`src/hw/rtl/cpcr_pkg.sv`:
```
`timescale 1ns / 1ps
`default_nettype none

package cpcr_pkg;

  localparam int unsigned COORD_WIDTH_DEF = 32;

  // response coefficient, unsigned Q1.8
  localparam int unsigned COEFF_W = 9;
  localparam logic [COEFF_W-1:0] COEFF_ONE = 9'd256;

  typedef enum logic [1:0] {
    ST_NO_CONTACT  = 2'd0,
    ST_RESOLVED    = 2'd1,
    ST_COINCIDENT  = 2'd2,
    ST_SAME_OBJECT = 2'd3
  } status_e;

endpackage

`default_nettype wire

```
`src/hw/rtl/cpcr_sqrt.sv`:
```
`timescale 1ns / 1ps
`default_nettype none

// Pipelined integer square root, one root bit per stage.
module cpcr_sqrt #(
  parameter int unsigned COORD_WIDTH = cpcr_pkg::COORD_WIDTH_DEF,
  parameter int unsigned SIDE_W      = 1
) (
  input  wire                         clk_i,
  input  wire                         rst_ni,
  input  wire                         en_i,
  input  wire                         valid_i,
  input  wire [2*COORD_WIDTH-1:0]     rad_i,
  input  wire [SIDE_W-1:0]            side_i,
  output logic                        valid_o,
  output logic [COORD_WIDTH-1:0]      root_o,
  output logic [SIDE_W-1:0]           side_o
);

  localparam int unsigned W = COORD_WIDTH;

  logic [W-1:0]                v_in, v_q;
  logic [W-1:0][W+1:0]         rem_in, rem_d, rem_q;
  logic [W-1:0][W-1:0]         root_in, root_d, root_q;
  logic [W-1:0][2*W-1:0]       rad_in, rad_d, rad_q;
  logic [W-1:0][SIDE_W-1:0]    side_in, side_q;

  always_comb begin
    logic [W+1:0] sh;
    logic [W+1:0] trial;
    logic         ge;
    v_in[0]    = valid_i;
    rem_in[0]  = '0;
    root_in[0] = '0;
    rad_in[0]  = rad_i;
    side_in[0] = side_i;
    for (int j = 1; j < W; j++) begin
      v_in[j]    = v_q[j-1];
      rem_in[j]  = rem_q[j-1];
      root_in[j] = root_q[j-1];
      rad_in[j]  = rad_q[j-1];
      side_in[j] = side_q[j-1];
    end
    for (int j = 0; j < W; j++) begin
      sh         = {rem_in[j][W-1:0], rad_in[j][2*W-1:2*W-2]};
      trial      = {root_in[j], 2'b01};
      ge         = (sh >= trial);
      rem_d[j]   = ge ? (sh - trial) : sh;
      root_d[j]  = {root_in[j][W-2:0], ge};
      rad_d[j]   = {rad_in[j][2*W-3:0], 2'b00};
    end
  end

  always_ff @(posedge clk_i or negedge rst_ni) begin
    if (!rst_ni) begin
      v_q <= '0;
    end else if (en_i) begin
      v_q <= v_in;
    end
  end

  always_ff @(posedge clk_i) begin
    if (en_i) begin
      rem_q  <= rem_d;
      root_q <= root_d;
      rad_q  <= rad_d;
      side_q <= side_in;
    end
  end

  assign valid_o = v_q[W-1];
  assign root_o  = root_q[W-1];
  assign side_o  = side_q[W-1];

endmodule

`default_nettype wire

```
`config.mk`:
```
export PLATFORM = sky130hd
export DESIGN_NAME = cpcr_sqrt
export DESIGN_NICKNAME = d
export VERILOG_FILES = /design/src/hw/rtl/cpcr_pkg.sv /design/src/hw/rtl/cpcr_sqrt.sv
export SDC_FILE = /design/constraint.sdc
export NUM_CORES = 2
export LEC_CHECK = 0
export BUFFER_PORTS_ARGS = -buffer_cell sky130_fd_sc_hd__buf_2
export CAP_MARGIN = 20
export CORE_MARGIN = 5
export CORE_UTILIZATION = 64
export DETAILED_ROUTE_END_ITERATION = 8
export GPL_ROUTABILITY_DRIVEN = 0
export MAX_ROUTING_LAYER = met4
export PLACE_DENSITY_LB_ADDON = 0.12
export SLEW_MARGIN = 20
export SYNTH_ARGS = -nofsm -noshare
export SYNTH_HDL_FRONTEND = slang
export SYNTH_SLANG_ARGS = --single-unit
```
`constraint.sdc`:
```
create_clock -name clk_i -period 4.5 [get_ports clk_i]
set_input_delay 0.45 -clock clk_i [delete_from_list [all_inputs] [get_ports clk_i]]
set_output_delay 0.45 -clock clk_i [all_outputs]
set_load 0.01 [all_outputs]
```
### Word level (Yosys, flattened, before mapping)

Index checks and enable logic that the tools add are counted.

| storage, ports and cells | value |
|---|---|
| register bits | 2547 |
| latch bits | 0 |
| RAM bits | 0 |
| bits in read-only memories | 0 |
| input port bits | 69 |
| output and inout port bits | 34 |
| word-level logic and storage cells | 222 |
| memories | 0 |

| operators by class | value |
|---|---|
| $add $sub $neg | 31 |
| multiply operators | 0 |
| divide/modulo/power cells | 0 |
| order comparisons | 32 |
| eq/ne operators | 0 |
| shifts and indexed selects | 0 |
| mux-type cells | 31 |
| bitwise operators | 0 |
| reductions and logical operators | 0 |

Operator list:

| cell | number |
|---|---|
| 32-bit two-way mux | 30 |
| 34-bit by 10-bit greater-or-equal comparator with 1-bit output | 1 |
| 34-bit by 11-bit greater-or-equal comparator with 1-bit output | 1 |
| 34-bit by 12-bit greater-or-equal comparator with 1-bit output | 1 |
| 34-bit by 13-bit greater-or-equal comparator with 1-bit output | 1 |
| 34-bit by 14-bit greater-or-equal comparator with 1-bit output | 1 |
| 34-bit by 15-bit greater-or-equal comparator with 1-bit output | 1 |
| 34-bit by 16-bit greater-or-equal comparator with 1-bit output | 1 |
| 34-bit by 17-bit greater-or-equal comparator with 1-bit output | 1 |
| 34-bit by 18-bit greater-or-equal comparator with 1-bit output | 1 |
| 34-bit by 19-bit greater-or-equal comparator with 1-bit output | 1 |
| 34-bit by 20-bit greater-or-equal comparator with 1-bit output | 1 |
| 34-bit by 21-bit greater-or-equal comparator with 1-bit output | 1 |
| 34-bit by 22-bit greater-or-equal comparator with 1-bit output | 1 |
| 34-bit by 23-bit greater-or-equal comparator with 1-bit output | 1 |
| 34-bit by 24-bit greater-or-equal comparator with 1-bit output | 1 |
| 34-bit by 25-bit greater-or-equal comparator with 1-bit output | 1 |
| 34-bit by 26-bit greater-or-equal comparator with 1-bit output | 1 |
| 34-bit by 27-bit greater-or-equal comparator with 1-bit output | 1 |
| 34-bit by 28-bit greater-or-equal comparator with 1-bit output | 1 |
| 34-bit by 29-bit greater-or-equal comparator with 1-bit output | 1 |
| 34-bit by 3-bit greater-or-equal comparator with 1-bit output | 1 |
| 34-bit by 30-bit greater-or-equal comparator with 1-bit output | 1 |
| 34-bit by 31-bit greater-or-equal comparator with 1-bit output | 1 |
| other kinds (41) | 41 |

### Longest topological paths before layout

| logic depth | value |
|---|---|
| word-level depth | 2 |
| mapped depth | 15 |
| depth with buffers taken out | 12 |

### Least setup slack after synthesis

OpenSTA, ideal clock, no wires.

| path | value |
|---|---|
| path type | register to register |
| start point | register rem_q (netlist bit rem_in[1001]) |
| end point | register rem_q (netlist bit rem_in[1045]), data pin |
| setup time | 0.260 ns |
| data arrival time | 3.338 ns |
| data required time | 4.240 ns |
| slack | 0.903 ns |
| cell stages (with the launch flop) | 13 |
| path buffers | 2 |
| clock period less this slack | 3.597 ns |
| cell sequence | edfxtp_1 > ha_1 > clkbuf_1 > a21oi_1 > o21a_1 > nand2_1 > nand4bb_1 > a211oi_1 > o21ai_0 > a211o_1 > a2111oi_4 > buf_2 > mux2_2 |

RTL lines:

| what | line | RTL |
|---|---|---|
| from (decl) | cpcr_sqrt.sv:23 | `logic [W-1:0][W+1:0] rem_in, rem_d, rem_q;` |
| from (signal assigned) | cpcr_sqrt.sv:64 | `rem_q <= rem_d;` |

==> results by group <==
Run status
  • Status: finished, final reports clean

Yosys
  • #FFs+latches synth: 2,530
  • Yosys top cell area share: 64.1%
  • Mapped Area: 117,000 um2
  • Cell count after synthesis: 9,000
  • Post-synth EDFFs: 2,498
  • Most area-hungry cell type in the Yosys netlist: edfxtp_1
  • Top cells by area, synth: edfxtp_1 (64%), ha_1 (6.0%), xnor2_1 (3.2%), xor2_1 (2.8%), a21oi_1 (2.4%)
  • Syn nets: 9,630
  • Asr flop ratio synth: 1.26%
  • Mapped Avg Cell Area: 13.0 um2
  • Seq/Total Area, Yosys: 64.7%
  • Primary FF master, synth: edfxtp_1
  • Synth warn: 0
  • Library cells used by synthesis: 93

Global routing
  • First-pass GRT wire length: 367,000 um
  • Met2 GRT Util: 40.8%
  • Initial antenna violation count: 1
  • GRT overflow: 0
  • Largest net degree at the start of global routing: 136
  • Met3 Use GR: 3.42%
  • Number of global-route vias before repair: 69,900
  • M1 GR Usage: 30.8%
  • All-layer global routing usage: 24.4%
  • Most used routing layer: met2

STA
  • Worst Max-Slew Pin Slew: 0.999 ns
  • Fin. Hold Viols: 0
  • Clock skew: 0.0570 ns
  • Hold WS: 0.115 ns
  • Final Setup Violations: 0
  • Slew margin rel.: 31.7%
  • Final Max Tran Viols: 0
  • Unrepaired setup endpoints after global routing: false
  • Period Utilization, post-route: 91.0%
  • Minimum clock period: 4.10 ns
  • Setup TNS: 0 ns
  • Achievable Freq: 244 MHz

Drt
  • Post-DRT Antenna Nets: 0
  • Final wirelength: 230,000 um
  • WL/cell: 19.3 um
  • Vias: 71,300
  • DRT iter0 DRCs: 6,040
  • DR pass1 iterations: 6
  • DRC Markers: 0
  • Via-to-Cell Ratio: 5.98

Critical path
  • WP data arrival: 4.72 ns
  • Critical Path RT: 5.12 ns
  • Worst setup EP type: flip-flop
  • Worst Path Class, Setup: reg -> reg
  • CP max-delay cell: a211oi_1
  • Slowest stage delay, CP: 0.54 ns
  • CP cell instances: ha_1 > a21oi_1 > o21a_1 > nand2_1 > nand4bb_1 > a211oi_1 > o21ai_0 > a211o_1 > a2111oi_4 > buf_4 > mux2_2
  • CP Max Fanout: 18
  • CP Launch Type: flip-flop

CTS
  • Root Driver: clkbuf_16
  • CTS clock-pin slew for the worst setup and hold paths: 0.06 ns
  • CTS max path bufs: 4
  • Post-CTS setup buffers: 0
  • CTS H-tree depth: 5
  • Worst-Skew Late Latency: 0.91 ns
  • CTS Buf Count: 276
  • CTS tree: yes
  • TritonCTS sink count: 2,530

Die
  • # rows: 157
  • Die Area: 192,000 um2
  • CORE AREA: 182,000 um2
  • Die width: 438 um
  • Die Ht: 438 um
  • Initial Util: 64.2%
  • Top Ports: 103

Finish
  • Area growth, synth to finish: 11.1%
  • Final-stage net count: 9,990
  • Most frequent cells in the layout: edfxtp_1 (2,498), inv_1 (702), nand2_1 (661)
  • Layout cell share with drive strength beyond 1: 7.97%
  • Most common cell after layout, fill and taps aside: edfxtp_1

Place
  • Hpwl dp: 160,000 um
  • I/O Buffers: 102

Power
  • Pwr Density: 521 nW/um2
  • LEAKAGE: 49.9 nW
  • VDD IR-drop max: 0.432 mV

Worst hold path
  • Hold Crit Class: in -> reg

Flow run
  • Maxcap violations: 0
-- what timing repair did --
action,4_1_cts,5_1_grt
gates resized for setup,0,0
hold buffers,68,0
setup endpoints to repair,0,0
hold endpoints to repair,99,0
-- synth_stat cells (33+ instances only) --
master and number:
xnor2_1 424, inv_1 702, or3_1 82, nand2b_1 99
o211ai_1 38, mux2_2 115, edfxtp_1 2498, xor2_1 373
a31oi_1 44, nor3_1 182, ha_1 561, o21ai_0 472
o31ai_1 64, a21boi_0 33, o21bai_1 37, nand4_1 123
nor4_1 124, nand2_1 661, nand3_1 140, nor2b_1 87
a21o_1 220, nor2_1 530, and3_1 44, a211oi_1 38
or4_1 52, clkbuf_1 159, o21a_1 98, or2_2 39
a21oi_1 551
-- final timing paths --
kind / slack, ns / from / end / depth (start not counted)
max: 0.40 / rem_in[1001] / rem_in[1038] / 11
min: 0.12 / en_i / root_d[386] / 1
max reg2reg: 0.40 / rem_in[1001] / rem_in[1038] / 11
min reg2reg: 0.39 / rad_d[572] / rad_d[638] / 0
max in group asynchronous: 3.91 / rst_ni / v_q[19] / 2
min in group asynchronous: 0.14 / rst_ni / v_q[30] / 2
-- power breakdown --
part	total (mW)	internal [mW]	switching, mW
Sequential	32.1	30.0	2.10
Clock	21.2	12.5	8.72
Combinational	14.4	6.11	8.32
-- metrics by stage --
step	power (mW)	cell area [um2]	utilization (%)	instances	worst slack [ns]
floorplan	42.2	117000	-	9000	0.903
global placement	46.1	121000	66.3	11400	0.615
detailed placement	46.5	121000	66.3	11400	0.543
CTS	68.1	130000	71.3	11900	0.517
global route	71.0	130000	71.3	11900	0.182
finish	67.7	130000	71.3	11900	0.404
-- cell type report --
cell class              instances  area, um2
clock inverters               126       1100
well taps                    2385       2980
diodes                          1       2.50
inverters                     706       2650
clock buffers                 338       7330
repair buffers                264       2120
fillers                     12100      52400
multi-input cells            5582      38100
flip-flops and latches       2530      75800
-- flip-flops by register name, summed over array words and instances (netlist names) --
register,cells
rad_d,930
rad_in,62
rem_in,946
root_d,496
root_o,32
side_in,31
side_o,1
v_q,32
-- metal layers --
metal  vias to the layer above  wire length, um
met4                         0             9380
met2                      2197           114000
met1                     34500            95300
li1                      34000                -
met5                         -                0
met3                       653            11600
-- cells by family after synthesis --
family	share of synthesized area, %
multiplexers	1.18
buffers and inverters	2.86
AND/OR/NAND/NOR	9.74
other	0.00320
flip-flops	64.7
XOR/XNOR	5.96
adder cells (fa/ha/maj)	5.99
AO/OA/AOI/OAI	9.52
-- worst max-delay path, delay by kind of cell, from the launching register on --
kind	cells	cell delay (ns)
AOI/OAI and AO/OA	6	1.94
adders and majority gates	1	0.42
DFF	1	0.39
and+or+nand+nor	2	0.38
muxes	1	0.38
buffers and inverters	1	0.34
Note: power is estimated with default switching activity, not from simulation.
